--- src/hw/rtl/hsd_pkg.sv ---
package hsd_pkg;

	localparam int MAX_BITS = 64;
	localparam int LEN_W    = 7;
	localparam int SYN_W    = 7;
	localparam int DATA_W   = 57;
	localparam int COUNT_W  = 6;
	localparam int LEN_MIN  = 3;

	localparam logic [LEN_W-1:0] LEN_RESET = LEN_W'(7);

	typedef logic [LEN_W-1:0]    len_t;
	typedef logic [MAX_BITS-1:0] word_t;
	typedef logic [SYN_W-1:0]    syn_t;
	typedef logic [DATA_W-1:0]   data_t;
	typedef logic [COUNT_W-1:0]  count_t;

	typedef enum logic [1:0] {
		STATUS_NONE      = 2'd0,
		STATUS_CORRECTED = 2'd1,
		STATUS_BEYOND    = 2'd2
	} status_t;

	typedef struct packed {
		word_t   corrected_word;
		syn_t    syndrome;
		status_t status;
		data_t   data_bits;
		count_t  data_count;
	} result_t;

	// Clamp the programmed length to the supported range.
	function automatic len_t sat_len(input len_t raw);
		len_t r;
		r = raw;
		if (raw < LEN_W'(LEN_MIN)) begin
			r = LEN_W'(LEN_MIN);
		end else if (raw > LEN_W'(MAX_BITS)) begin
			r = LEN_W'(MAX_BITS);
		end
		return r;
	endfunction

	function automatic word_t len_mask(input len_t len);
		word_t m;
		for (int k = 0; k < MAX_BITS; k++) begin
			m[k] = (LEN_W'(k) < len);
		end
		return m;
	endfunction

	// Positions that take part in parity check j: those with bit j set.
	function automatic word_t col_mask(input int j);
		word_t m;
		for (int k = 0; k < MAX_BITS; k++) begin
			m[k] = (((k + 1) >> j) & 1) != 0;
		end
		return m;
	endfunction

	// Gathers the non-power-of-two positions, lowest position first. The index
	// of each bit is fixed at elaboration, so this is pure wiring.
	function automatic data_t pack_data(input word_t w);
		data_t d;
		int    n;
		d = '0;
		n = 0;
		for (int p = 1; p <= MAX_BITS; p++) begin
			if ((p & (p - 1)) != 0) begin
				if (n < DATA_W) begin
					d[n] = w[p-1];
				end
				n++;
			end
		end
		return d;
	endfunction

	// Data positions = length minus the powers of two up to the length.
	function automatic count_t data_count(input len_t len);
		len_t npow;
		npow = '0;
		for (int j = 0; j < LEN_W; j++) begin
			if (len >= LEN_W'(1 << j)) begin
				npow = npow + LEN_W'(1);
			end
		end
		return COUNT_W'(len - npow);
	endfunction

endpackage

--- src/hw/rtl/hsd_codeword_if.sv ---
interface hsd_codeword_if
	import hsd_pkg::*;
();
	logic  valid;
	logic  ready;
	word_t received_word;

	modport source (output valid, output received_word, input ready);
	modport sink   (input valid, input received_word, output ready);
endinterface

--- src/hw/rtl/hsd_result_if.sv ---
interface hsd_result_if
	import hsd_pkg::*;
();
	logic       valid;
	logic       ready;
	word_t      corrected_word;
	syn_t       syndrome;
	logic [1:0] status;
	data_t      data_bits;
	count_t     data_count;

	modport source (output valid, output corrected_word, output syndrome, output status,
		output data_bits, output data_count, input ready);
	modport sink   (input valid, input corrected_word, input syndrome, input status,
		input data_bits, input data_count, output ready);
endinterface

--- src/hw/rtl/hamming_sec_decoder.sv ---
// A codeword accepted into the input register moves on into the result register
// as soon as that stage can take it; the result register drives the result port.
// Throughput: one codeword per cycle while the result side is ready; the two
// registers form a two-stage pipeline with ready passed back combinationally.
// Reset: arst_n, asynchronous and active low, empties both stages and sets
// code_length to 7. No clearing pass is needed.
module hamming_sec_decoder
	import hsd_pkg::*;
(
	input  logic                 clk,
	input  logic                 arst_n,
	input  logic                 cfg_we,
	input  logic [LEN_W-1:0]     cfg_wdata,
	hsd_codeword_if.sink         codeword,
	hsd_result_if.source         result
);

	// The raw register value is kept; the clamp to 3..64 is applied on the way
	// into the first stage.
	len_t    code_length_q;
	len_t    len_eff;

	logic    v_s1;
	word_t   word_s1;
	len_t    len_s1;

	logic    v_s2;
	result_t res_s2;

	logic    ready_s2;
	syn_t    syn;
	result_t res;

	always_ff @(posedge clk or negedge arst_n) begin
		if (!arst_n) begin
			code_length_q <= LEN_RESET;
		end else if (cfg_we) begin
			code_length_q <= cfg_wdata;
		end
	end

	assign len_eff = sat_len(code_length_q);

	// The result stage can take a beat when it is empty or its beat leaves now.
	// The input stage can take a beat when it is empty or moves into the result
	// stage in the same cycle; a waiting result blocks the input once that is full.
	assign ready_s2       = !v_s2 || result.ready;
	assign codeword.ready = !v_s1 || ready_s2;

	// Stage 1: register the codeword with the unused positions cleared, so that
	// every later step uses the length only for the range compare and data count.
	always_ff @(posedge clk or negedge arst_n) begin
		if (!arst_n) begin
			v_s1 <= 1'b0;
		end else if (codeword.ready) begin
			v_s1 <= codeword.valid;
		end
	end

	always_ff @(posedge clk) begin
		if (codeword.valid && codeword.ready) begin
			word_s1 <= codeword.received_word & len_mask(len_eff);
			len_s1  <= len_eff;
		end
	end

	// Between the stages: seven parity trees give the syndrome, then a single
	// compare against the length decides whether one bit is flipped. Data bit
	// extraction is fixed wiring.
	hsd_syndrome u_syndrome (
		.word (word_s1),
		.syn  (syn)
	);

	hsd_fix u_fix (
		.word (word_s1),
		.syn  (syn),
		.len  (len_s1),
		.res  (res)
	);

	// Stage 2: the result register drives the output channel directly.
	always_ff @(posedge clk or negedge arst_n) begin
		if (!arst_n) begin
			v_s2 <= 1'b0;
		end else if (ready_s2) begin
			v_s2 <= v_s1;
		end
	end

	always_ff @(posedge clk) begin
		if (v_s1 && ready_s2) begin
			res_s2 <= res;
		end
	end

	assign result.valid          = v_s2;
	assign result.corrected_word = res_s2.corrected_word;
	assign result.syndrome       = res_s2.syndrome;
	assign result.status         = res_s2.status;
	assign result.data_bits      = res_s2.data_bits;
	assign result.data_count     = res_s2.data_count;

`ifndef ASSERT_OFF
	a_none_zero_syn: assert property (@(posedge clk) disable iff (!arst_n)
		v_s2 && (res_s2.status == STATUS_NONE) |-> (res_s2.syndrome == '0))
		else $error("status none with a nonzero syndrome");

	a_fix_in_range: assert property (@(posedge clk) disable iff (!arst_n)
		v_s1 && (res.status == STATUS_CORRECTED) |->
		(syn != '0) && (syn <= len_s1) && (res.corrected_word != word_s1))
		else $error("correction outside the codeword length");

	a_stage_advance: assert property (@(posedge clk) disable iff (!arst_n)
		v_s1 && ready_s2 |=> v_s2)
		else $error("beat lost between stages");

	a_stage_hold: assert property (@(posedge clk) disable iff (!arst_n)
		v_s1 && !ready_s2 |=> v_s1 && $stable(word_s1) && $stable(len_s1))
		else $error("stalled first stage was overwritten");
`endif

endmodule

--- src/hw/rtl/hsd_syndrome.sv ---
module hsd_syndrome
	import hsd_pkg::*;
(
	input  word_t word,
	output syn_t  syn
);

	// Each syndrome bit is the parity over the positions that carry that bit.
	for (genvar j = 0; j < SYN_W; j++) begin : g_check
		assign syn[j] = ^(word & col_mask(j));
	end

endmodule

--- src/hw/rtl/hsd_fix.sv ---
module hsd_fix
	import hsd_pkg::*;
(
	input  word_t   word,
	input  syn_t    syn,
	input  len_t    len,
	output result_t res
);

	syn_t    syn_m1;
	word_t   flip;
	status_t status;
	word_t   fixed;

	assign syn_m1 = syn - SYN_W'(1);

	always_comb begin
		flip   = '0;
		status = STATUS_NONE;
		priority if (syn == '0) begin
			status = STATUS_NONE;
		end else if (syn <= len) begin
			status = STATUS_CORRECTED;
			flip[syn_m1[$clog2(MAX_BITS)-1:0]] = 1'b1;
		end else begin
			status = STATUS_BEYOND;
		end
	end

	assign fixed = word ^ flip;

	always_comb begin
		res.corrected_word = fixed;
		res.syndrome       = syn;
		res.status         = status;
		res.data_bits      = pack_data(fixed);
		res.data_count     = data_count(len);
	end

endmodule

--- src/flat_wrapper.sv ---
// flat-port wrapper written by rule: the top's interface ports become plain ports
module hamming_sec_decoder_flat import hsd_pkg::*;
  (clk, arst_n, cfg_we, cfg_wdata, codeword_valid, codeword_received_word, codeword_ready, result_valid, result_corrected_word, result_syndrome, result_status, result_data_bits, result_data_count, result_ready);
  hsd_codeword_if codeword_i ();
  hsd_result_if result_i ();
  input  logic clk;
  input  logic arst_n;
  input  logic cfg_we;
  input  logic [LEN_W-1:0] cfg_wdata;
  input wire logic [$bits(codeword_i.valid)-1:0] codeword_valid;
  input wire logic [$bits(codeword_i.received_word)-1:0] codeword_received_word;
  output wire logic [$bits(codeword_i.ready)-1:0] codeword_ready;
  output wire logic [$bits(result_i.valid)-1:0] result_valid;
  output wire logic [$bits(result_i.corrected_word)-1:0] result_corrected_word;
  output wire logic [$bits(result_i.syndrome)-1:0] result_syndrome;
  output wire logic [$bits(result_i.status)-1:0] result_status;
  output wire logic [$bits(result_i.data_bits)-1:0] result_data_bits;
  output wire logic [$bits(result_i.data_count)-1:0] result_data_count;
  input wire logic [$bits(result_i.ready)-1:0] result_ready;
  assign codeword_i.valid = codeword_valid;
  assign codeword_i.received_word = codeword_received_word;
  assign codeword_ready = codeword_i.ready;
  assign result_valid = result_i.valid;
  assign result_corrected_word = result_i.corrected_word;
  assign result_syndrome = result_i.syndrome;
  assign result_status = result_i.status;
  assign result_data_bits = result_i.data_bits;
  assign result_data_count = result_i.data_count;
  assign result_i.ready = result_ready;
  hamming_sec_decoder u_core (.clk(clk), .arst_n(arst_n), .cfg_we(cfg_we), .cfg_wdata(cfg_wdata), .codeword(codeword_i), .result(result_i));
endmodule
--- config.mk ---
export PLATFORM = sky130hd
export DESIGN_NAME = hamming_sec_decoder_flat
export DESIGN_NICKNAME = d
export VERILOG_FILES = /design/src/hw/rtl/hsd_pkg.sv /design/src/hw/rtl/hsd_codeword_if.sv /design/src/hw/rtl/hsd_result_if.sv /design/src/hw/rtl/hamming_sec_decoder.sv /design/src/hw/rtl/hsd_syndrome.sv /design/src/hw/rtl/hsd_fix.sv /design/src/flat_wrapper.sv
export SDC_FILE = /design/constraint.sdc
export NUM_CORES = 1
export LEC_CHECK = 0
export ABC_AREA = 1
export BUFFER_PORTS_ARGS = -buffer_cell sky130_fd_sc_hd__buf_4
export CAP_MARGIN = 20
export CORE_ASPECT_RATIO = 0.8
export CORE_MARGIN = 5
export CORE_UTILIZATION = 30
export CTS_CLUSTER_SIZE = 14
export DETAILED_ROUTE_END_ITERATION = 10
export GPL_TIMING_DRIVEN = 0
export PLACE_DENSITY = 0.59
export SYNTH_ARGS = -nofsm -noshare
export SYNTH_HDL_FRONTEND = slang
export SYNTH_SLANG_ARGS = --single-unit
--- constraint.sdc ---
create_clock -name clk -period 12.7 [get_ports clk]
set_input_delay 1.905 -clock clk [delete_from_list [all_inputs] [get_ports clk]]
set_output_delay 1.905 -clock clk [all_outputs]
set_load 0.02 [all_outputs]
Word level (Yosys, flattened, before mapping)
Cells that the tools add are included.
{"block": "classes", "n_lt_le_gt_ge": 76, "n_reduce_logical": 15, "mux": 14, "n_bitwise": 2, "addsub": 8}
{"operator": "$reduce_xor A64 Y1", "count": 7}
{"operator": "$lt A6 B7 Y1 const A", "count": 32}
{"operator": "$mux W64", "count": 2}
{"operator": "$lt A5 B7 Y1 const A", "count": 16}
{"operator": "$and A64 B64 Y64", "count": 1}
{"operator": "$xor A64 B64 Y64", "count": 1}
{"operator": "$lt A4 B7 Y1 const A", "count": 8}
{"operator": "$add A6 B1 Y6 const B", "count": 5}
{"operator": "$mux W6", "count": 5}
{"operator": "$lt A3 B7 Y1 const A", "count": 4}
{"operator": "$lt A1 B7 Y1 const A", "count": 2}
{"operator": "$lt A2 B7 Y1 const A", "count": 2}
{"operator": "$mux W7", "count": 2}
{"operator": "$ge A7 B1 Y1 const B", "count": 1}
{"operator": "$ge A7 B2 Y1 const B", "count": 1}
{"operator": "$ge A7 B3 Y1 const B", "count": 1}
{"operator": "$ge A7 B4 Y1 const B", "count": 1}
{"operator": "$ge A7 B5 Y1 const B", "count": 1}
{"operator": "$ge A7 B6 Y1 const B", "count": 1}
{"operator": "$ge A7 B7 Y1 const B", "count": 1}
{"operator": "$gt A7 B7 Y1 const B", "count": 1}
{"operator": "$le A7 B7 Y1", "count": 1}
{"operator": "$logic_not A7 Y1", "count": 1}
{"operator": "$lt A6 B7 Y1 const B", "count": 1}
{"operator": "11 further kinds", "count": 17}
{"block": "totals", "in_bits": 76, "reg_bits": 216, "output_inout_bits": 138, "word_cells": 125}

Logic depth before layout (Yosys ltp)
Gate-level depths: netlist of the first run.
{"block": "logic_depth", "word_depth": 15, "mapped_depth": 31, "ltp_nobuf": 31}

Cells and area by module
From an unflattened synthesis of the first run, not the netlist that was laid out.
{"block": "unflattened", "cells_unflattened": 1464, "hier_area_um2": 12913.6}
{"mod": "hamming_sec_decoder", "n_inst": 1, "seq_area_each_um2": 6444.9, "cells_per_inst": 448, "area_each_um2": 7632.3}
{"mod": "hsd_fix", "n_inst": 1, "seq_area_each_um2": 0.0, "cells_per_inst": 491, "area_each_um2": 2819.0}
{"mod": "hsd_syndrome", "n_inst": 1, "seq_area_each_um2": 0.0, "cells_per_inst": 525, "area_each_um2": 2462.4}

Worst setup path after synthesis of the first run
No wires, ideal clock.
{"block": "synth_path", "path_kind": "input to register", "startpoint": "input port result_ready", "endpoint": "register u_core.res_s2, in the netlist u_core.result.corrected_word[0] (enable)", "path_slack_ns": 6.386, "required_ns": 12.158, "setup_ns": 0.542, "path_stages": 2, "arrival_ns": 5.771, "path_buffers": 0, "cell_sequence": "inv_1 a21oi_1"}
{"block": "synth_via", "elab_chain_len": 2}
{"item": "start, declared", "line": "flat_wrapper.sv:19", "rtl": "input wire logic [$bits(result_i.ready)-1:0] result_ready;"}
{"item": "$logic_or A1 B1 Y1", "line": "hamming_sec_decoder.sv:47", "rtl": "assign ready_s2 = !v_s2 || result.ready;"}
{"item": "$logic_and A1 B1 Y1", "line": "hamming_sec_decoder.sv:92", "rtl": "if (v_s1 && ready_s2) begin"}
{"item": "end signal, assigned", "line": "hamming_sec_decoder.sv:93", "rtl": "res_s2 <= res;"}
{"item": "end, declared", "line": "hamming_sec_decoder.sv:28", "rtl": "result_t res_s2;"}
Every way passes these cells.
A chain may end at the register's enable or synchronous reset.

==> flow_summary.yaml, run 1 <==
clocking:
  root_buffer: "clkbuf_16"
  insertion_delay_ns: 0.45
  cts_buffers: 17
  tritoncts: "done"
  clockBufferDepth: 2
  clk_pin_slew_ns: 0.07
  cts_setup_buffers: 0
  clock_sinks: 159
  cts_max_level: 4
  cts_hold_buf: 0
  cts.repair.resized: 0
logic_synthesis:
  synth_area_per_cell_sq_um: 7.59
  ys_seq_area_share_pct: 42.3
  ys_ff_latch: 159
  syn_inst: 1476
  synth_nets: 1572
  synth-edff-count: 150
  synth_ff_type: "edfxtp_1"
  yosysWarnings: 0
  synth_top_area_share_pct: 40.2
  synth_top_area_cell: "edfxtp_1"
  yosys-top-cells-count: "nand2_1 (666), edfxtp_1 (150), inv_1 (144)"
  yosysMostFrequentCell: "nand2_1"
  yosys-top-cells-area: "edfxtp_1 (40%), nand2_1 (22%), inv_1 (4.8%), nand3_1 (4.1%), buf_4 (4.0%)"
  async_flop_share_pct: 5.66
  netlist_area_sq_um: 11200
  synth.distinct_cells: 46
placed_design:
  port_buffers: 210
  dpl-instance-area_sq_um: 13500
  gp_congestion: 0.914
  post-place-cells: 2176
  place_ws_ns: 7.17
  dp_hpwl_mm: 30.0
die:
  die_height_um: 183
  pin_count: 214
  fp.coreArea_sq_um: 37000
  die_area_sq_um: 41300
  start_util_pct: 30.3
  dieWidth_um: 226
  fp-row-count: 63
run:
  maxCapViolCount: 0
route:
  drtPass1Iterations: 5
  via_per_inst: 4.64
  drc: 0
  wl_per_cell_um: 17.4
  dr.first_iter.drc_count: 863
  via_count: 10300
  routed_wl_mm: 38.3
  final_antenna_net_count: 0
pwr:
  combPwrFrac_pct: 47.9
  pwr-share-clk_pct: 22.3
  switching_power_mw: 1.09
  p_leak_nw: 6.93
  seqPwrFrac_pct: 29.8
  powerDensity_nw_per_um2: 173
  switching_share_pct: 44.7
  intPower_mw: 1.35
  ir_worst_vdd_v: 0.000120
grt:
  antenna_found_initial: 0
  grt_max_degree: 48
  grt-ovfl-total: 0
  grt_pass1_vias: 9357
  grt_pass1_wl_mm: 56.2
  grtUsageTotal_pct: 18.3
sta:
  clock.fmax_mhz: 179
  whs_ns: 0.529
  worstMarginPinSlew_ns: 1.03
  rsz0062_at_grt: "false"
  finalCriticalPeriod_ns: 5.60
  slew_viol_final: 0
  fin_crit_sh_pct: 44.1
  slew_headroom_pct: 30.9
  layout_setup_ws_ns: 7.10
  finalSetupTns_ns: 0
  finalHoldViolations: 0
  setup_viol_count_final: 0
  finClkSkew_ns: 0.0148
critical_path:
  crit_required_ns: 12.89
  crit_path_end_kind: "flip-flop"
  crit_buf_inv: 6
  cp_top_family: "adder cells"
  crit_path_start_kind: "flip-flop"
  slowest_delay_ns: 0.47
  critical_path_class: "reg2reg"
  crit_path_top_delay_cell: "edfxtp_1"
  worst-path-max-fanout: 6
  cp.arrival_ns: 5.79
final_layout:
  finalInstanceArea_sq_um: 14100
  nets: 1804
  drive_gt1_share_pct: 23.5
  instances_no_fill: 2208
  syn2layout_area_growth_pct: 25.7
  antenna_cells: 0
worst_hold_path:
  hold_class: "reg2reg"
outcome:
  status: "finished, final reports clean"
[kinds of logic after synthesis]
kind of cell               count (synthesis)  share of synthesized area (%)
and+or+nand+nor                          895                           34.6
adders and majority gates                 20                           2.30
AOI/OAI and AO/OA                         85                           4.38
buffers and inverters                    252                           11.2
DFF                                      159                           42.3
muxes                                      1                          0.101
xor gates and xnor gates                  64                           5.07
[final timing paths]
path                                    startpoint                          end  slack (ns)  cells past startpoint
min in group asynchronous                   arst_n                  u_core.v_s1        1.27                      1
max reg2reg                       u_core.len_s1[5]  u_core.result.data_count[5]        7.10                     31
min reg2reg                u_core.code_length_q[1]      u_core.code_length_q[1]        0.53                      2
min                        u_core.code_length_q[1]      u_core.code_length_q[1]        0.53                      2
max in group asynchronous                   arst_n      u_core.code_length_q[2]       11.22                      1
max                               u_core.len_s1[5]  u_core.result.data_count[5]        7.10                     31
[sequential cells by signal, summed over array words and instances, names as in the netlist]
register / cells
u_core.result.data_bits: 56
u_core.result.data_count: 6
u_core.result.status: 2
u_core.result.corrected_word: 8
u_core.result.syndrome: 7
u_core.result.valid: 1
u_core.word_s1: 64
u_core.len_s1: 7
u_core.code_length_q: 7
u_core.v_s1: 1
[metal layers]
layer  global-route usage [%]  share of wire (%)  vias to the layer above
li1                         -                  -                     5099
met1                     27.1                 48                     4684
met2                     25.9                 40                      410
met3                     4.61                8.7                       59
met4                     6.13                3.1                        0
met5                        0                  0                        -
[power by group through the flow]
stage | logic (mW) | clock network [mW] | registers, mW
final | 1.17 | 0.542 | 0.726
after global routing | 1.27 | 0.574 | 0.736
after CTS | 1.16 | 0.555 | 0.727
after detailed placement | 1.16 | 0 | 0.737
after global placement | 1.14 | 0 | 0.745
after floorplan | 0.715 | 0 | 0.778
[through the flow]
stage / util [%] / total power, mW
after global placement: 36.2 / 1.88
final: 38.1 / 2.44
after detailed placement: 36.4 / 1.90
after floorplan: - / 1.49
after global routing: 38.1 / 2.58
after CTS: 38.1 / 2.45
[cell type report]
class,instances,area (sq um)
fillers,3767,22900
multi-input cells,1065,5220
flip-flops and latches,159,4730
repair buffers,213,1640
plain buffers,88,639
inverters,164,623
well taps,487,609
clock buffers,21,526
clock inverters,11,86.3
[worst reg2reg max path: cells and delay by family (launching register included)]
kind            cells  cell delay [ns]
flops               1             0.47
buf+inv             6             0.42
simple gates       12             1.57
compound gates      5             0.89
fa+ha+maj           6             1.67
xor+xnor            2             0.32
[layout by cell type, fill, tap and decap left out, types with 5 or more instances in the layout]
cell type,count
clkbuf_1,6
nor2_1,53
inv_2,18
nand4_1,6
buf_4,270
buf_6,9
o211ai_1,12
nand3_2,7
ha_1,19
a21oi_1,36
dfrtp_1,6
edfxtp_1,150
nor2_4,12
nor2_2,5
nand3b_1,22
nand2_1,666
clkbuf_16,21
o21ai_0,22
nand3_1,92
xor2_1,33
buf_2,12
inv_1,143
xnor2_1,30
nand2_2,18
No activity file was read; power rests on OpenSTA's default activity.
==> run 2: changes to the inputs <==
clock period = 5.6 ns   (was 12.7 ns; I/O delays follow)
==> flow_summary.yaml, run 2 (synthesized netlist as in run 1, its figures left out) <==
route:
  via_per_inst: 4.65
  wl_met2_mm: 15.6
  wl_met1_mm: 18.3
  drc: 0
  top_layer: "met4"
  drtPass1Iterations: 6
  route.met3.wl_mm: 3.46
  wl_per_cell_um: 17.4
  dr.first_iter.drc_count: 948
  via_count: 10300
  final_antenna_net_count: 0
  routed_wl_mm: 38.4
placed_design:
  gp_congestion: 0.914
  post-place-cells: 2176
  place_ws_ns: 0.0690
  port_buffers: 210
  dp_hpwl_mm: 30.0
sta:
  setup_viol_count_final: 0
  slew_headroom_pct: 30.2
  finalHoldViolations: 0
  clock.fmax_mhz: 191
  slew_viol_final: 0
  layout_setup_ws_ns: 0.357
  finalCriticalPeriod_ns: 5.24
  worstMarginPinSlew_ns: 1.04
  finClkSkew_ns: 0.0148
  finalSetupTns_ns: 0
  fin_crit_sh_pct: 93.6
grt:
  grt_max_degree: 48
  antenna_found_initial: 0
  grt_pass1_vias: 9357
  grtUsageTotal_pct: 18.3
  grt-ovfl-total: 0
  grt_pass1_wl_mm: 56.2
clocking:
  clk_pin_slew_ns: 0.07
  insertion_delay_ns: 0.46
  tritoncts: "done"
  cts_max_level: 4
  clock_sinks: 159
  cts_buffers: 17
  root_buffer: "clkbuf_16"
  clockBufferDepth: 2
  cts_hold_buf: 0
die:
  fp.coreArea_sq_um: 37000
  dieWidth_um: 226
  pin_count: 214
  start_util_pct: 30.3
  die_area_sq_um: 41300
  fp-row-count: 63
  die_height_um: 183
final_layout:
  n_fill_cell: 3763
  syn2layout_area_growth_pct: 25.9
  antenna_cells: 0
  drive_gt1_share_pct: 23.8
  largest_reg_flops: 64
  instances_no_fill: 2209
  layout_common_cells: "nand2_1 (665), buf_4 (271), edfxtp_1 (150), inv_1 (143), nand3_1 (92)"
  ff_latch_area_sq_um: 4730
  top_register: "u_core.word_s1"
  final_common_cell: "nand2_1"
  nets: 1805
  multi_input_area_sq_um: 5240
critical_path:
  slowest_delay_ns: 0.47
  worst-path-max-fanout: 6
  crit_required_ns: 5.88
  cp_top_family: "adder cells"
  path_common_cell: "ha_1"
  crit_path_end_kind: "flip-flop"
  cp.arrival_ns: 5.52
  crit_buf_inv: 5
  crit_path_top_delay_cell: "edfxtp_1"
  critical_path_class: "reg2reg"
  crit_path_start_kind: "flip-flop"
pwr:
  switching_power_mw: 2.48
  ir_worst_vdd_v: 0.000275
  switching_share_pct: 44.8
  finalPower_mw: 5.54
  seqPwrFrac_pct: 29.8
  powerDensity_nw_per_um2: 392
  p_leak_nw: 6.93
  intPower_mw: 3.06
  combPwrFrac_pct: 48.0
  pwr-share-clk_pct: 22.3
worst_hold_path:
  hold_class: "in2async"
outcome:
  status: "finished, final reports clean"
run:
  maxCapViolCount: 0
==> run 2: cell count changes in the layout (fill, tap and decap cells not counted), sizes merged <==
cell	previous run	this run
buf	294	295
==> run 2: final timing paths <==
path	from	to	cells past startpoint	slack [ns]
max	u_core.len_s1[5]	u_core.result.data_count[5]	31	0.36
min	arst_n	u_core.v_s1	1	0.20
max reg2reg	u_core.len_s1[5]	u_core.result.data_count[5]	31	0.36
min reg2reg	u_core.code_length_q[1]	u_core.code_length_q[1]	2	0.53
max in group asynchronous	arst_n	u_core.code_length_q[2]	1	5.18
min in group clk	u_core.code_length_q[1]	u_core.code_length_q[1]	2	0.53
==> run 2: through the flow <==
step | hold WS (ns) | util, % | area, sq um
global route | 0.184 | 38.2 | 14100
detailed placement | 0.514 | 36.4 | 13500
floorplan | 0.447 | - | 11200
CTS | 0.183 | 38.1 | 14100
finish | 0.200 | 38.2 | 14100
global placement | 0.456 | 36.2 | 13400
==> run 2: routing by layer <==
metal,vias to the layer above,global-route usage (%)
li1,5099,-
met1,4706,27.1
met2,406,25.9
met3,58,4.61
met4,0,6.13
met5,-,0
==> run 2: power groups by stage <==
| stage | clock (mW) | combinational, mW | sequential (mW) |
|---|---|---|---|
| finish | 1.23 | 2.66 | 1.65 |
| global route | 1.30 | 2.90 | 1.67 |
| CTS | 1.26 | 2.64 | 1.65 |
| detailed placement | 0 | 2.63 | 1.67 |
| global placement | 0 | 2.58 | 1.69 |
| floorplan | 0 | 1.62 | 1.76 |
==> run 2: cell type report <==
cell class	instances	area share, %
Timing Repair Buffer	214	11.7
Buffer	88	4.53
Inverter	164	4.42
Tap cell	487	4.32
Sequential cell	159	33.6
Multi-Input combinational cell	1065	37.1
Clock buffer	21	3.73
Clock inverter	11	0.612
==> run 2: repair_timing <==
item,4_1_cts,5_1_grt
resized for setup,0,7
setup endpoints to repair,0,2
buffers inserted,0,1
==> run 3: changes to the inputs <==
clock period = 4.9 ns   (was 5.6 ns; I/O delays follow)
==> flow_summary.yaml, run 3 (synthesized netlist as in run 1, its figures left out) <==
outcome:
  status: "finished, final reports clean"
critical_path:
  crit_required_ns: 5.10
  crit_path_top_delay_cell: "edfxtp_1"
  crit_path_start_kind: "flip-flop"
  crit_cells: 31
  worst-path-max-fanout: 5
  critical_path_class: "reg2reg"
  crit_path_end_kind: "flip-flop"
  cp.arrival_ns: 4.93
  crit_buf_inv: 6
  worstRegToRegCells: 31
  cp_top_family: "adder cells"
  slowest_delay_ns: 0.44
sta:
  slew_headroom_pct: 30.4
  finalHoldViolations: 0
  finalCriticalPeriod_ns: 4.73
  fin_crit_sh_pct: 96.5
  worstMarginPinSlew_ns: 1.04
  clock.fmax_mhz: 211
  slew_viol_final: 0
  setup_viol_count_final: 0
  whs_ns: 0.0932
  finClkSkew_ns: 0.0116
die:
  pin_count: 214
  fp.coreArea_sq_um: 37000
  die_height_um: 183
  start_util_pct: 30.3
  dieWidth_um: 226
  die_area_sq_um: 41300
  fp-row-count: 63
placed_design:
  gp_congestion: 0.890
  dp_hpwl_mm: 29.9
  port_buffers: 210
  dpl-instance-area_sq_um: 13500
final_layout:
  nets: 1817
  drive_gt1_share_pct: 25.1
  final_common_cell: "nand2_1"
  finalInstanceArea_sq_um: 14200
  syn2layout_area_growth_pct: 26.8
  top_register: "u_core.word_s1"
  layout_common_cells: "nand2_1 (662), buf_4 (283), edfxtp_1 (150), inv_1 (140), nand3_1 (92)"
  antenna_cells: 0
  largest_reg_flops: 64
  n_fill_cell: 3721
clocking:
  clockBufferDepth: 2
  cts_buffers: 17
  tritoncts: "done"
  clk_pin_slew_ns: 0.07
  root_buffer: "clkbuf_16"
  cts_hold_buf: 0
  clock_sinks: 159
  insertion_delay_ns: 0.46
  cts_max_level: 4
grt:
  grt-ovfl-total: 0
  grt_pass1_wl_mm: 56.4
  grtUsageTotal_pct: 18.3
  grt_pass1_vias: 9462
  antenna_found_initial: 0
  grt_max_degree: 52
route:
  dr.first_iter.drc_count: 1138
  drc: 0
  via_count: 10400
  via_per_inst: 4.69
  routed_wl_mm: 38.8
  drtPass1Iterations: 6
  final_antenna_net_count: 0
  wl_per_cell_um: 17.4
pwr:
  ir_worst_vdd_v: 0.000252
  powerDensity_nw_per_um2: 441
  p_leak_nw: 6.94
worst_hold_path:
  hold_class: "in2async"
run:
  maxCapViolCount: 0
run 3: metrics by stage:
step	worst slack [ns]	instances	utilization (%)	setup TNS (ns)	power, mW
2_1_floorplan	0.0658	1476	-	0	3.87
3_3_place_gp	-0.422	2173	36.2	-0.626	4.86
3_5_place_dp	-0.509	2176	36.4	-0.832	4.91
4_1_cts	0.00683	2211	38.0	0	6.21
5_1_grt	-0.0689	2221	38.4	-0.0689	6.63
6_report	0.170	2221	38.4	0	6.27
run 3: timing repair:
action / CTS / global route
setup buffers: 3 / 10
pin swaps: 1 / 14
resized for setup: 7 / 18
setup endpoints to repair: 3 / 3
run 3: final cells by class:
class                   instances  area, sq um  share of cell area (%)
multi-input cells            1065         5320                    37.4
flip-flops and latches        159         4730                    33.3
repair buffers                226         1740                    12.3
plain buffers                  88          639                    4.50
inverters                     164          623                    4.39
well taps                     487          609                    4.29
clock buffers                  18          429                    3.02
clock inverters                14          110                   0.775
run 3: worst paths after layout:
path                                           startpoint                           to  slack, ns
max in group asynchronous                          arst_n      u_core.code_length_q[2]       4.59
min in group clk                codeword_received_word[1]            u_core.word_s1[1]       0.44
worst max-delay path                     u_core.len_s1[5]  u_core.result.data_count[5]       0.17
worst min register to register                u_core.v_s1          u_core.result.valid       0.53
worst max register to register           u_core.len_s1[5]  u_core.result.data_count[5]       0.17
worst min-delay path                               arst_n                  u_core.v_s1       0.09
run 3: metal layers:
layer | GRT usage (%) | up-vias | share of wire (%)
li1 | - | 5130 | -
met1 | 27.2 | 4824 | 48
met2 | 26.3 | 413 | 41
met5 | 0 | - | 0
met3 | 4.11 | 52 | 8.3
met4 | 6.35 | 0 | 2.7
run 3: where the power goes:
group / switching (mW) / total, mW / leakage [nW] / internal (mW)
combinational: 2.10 / 3.11 / 5.13 / 1.01
clock: 0.623 / 1.28 / 0.254 / 0.655
sequential: 0.137 / 1.88 / 1.56 / 1.75
total: 2.86 / 6.27 / 6.94 / 3.41
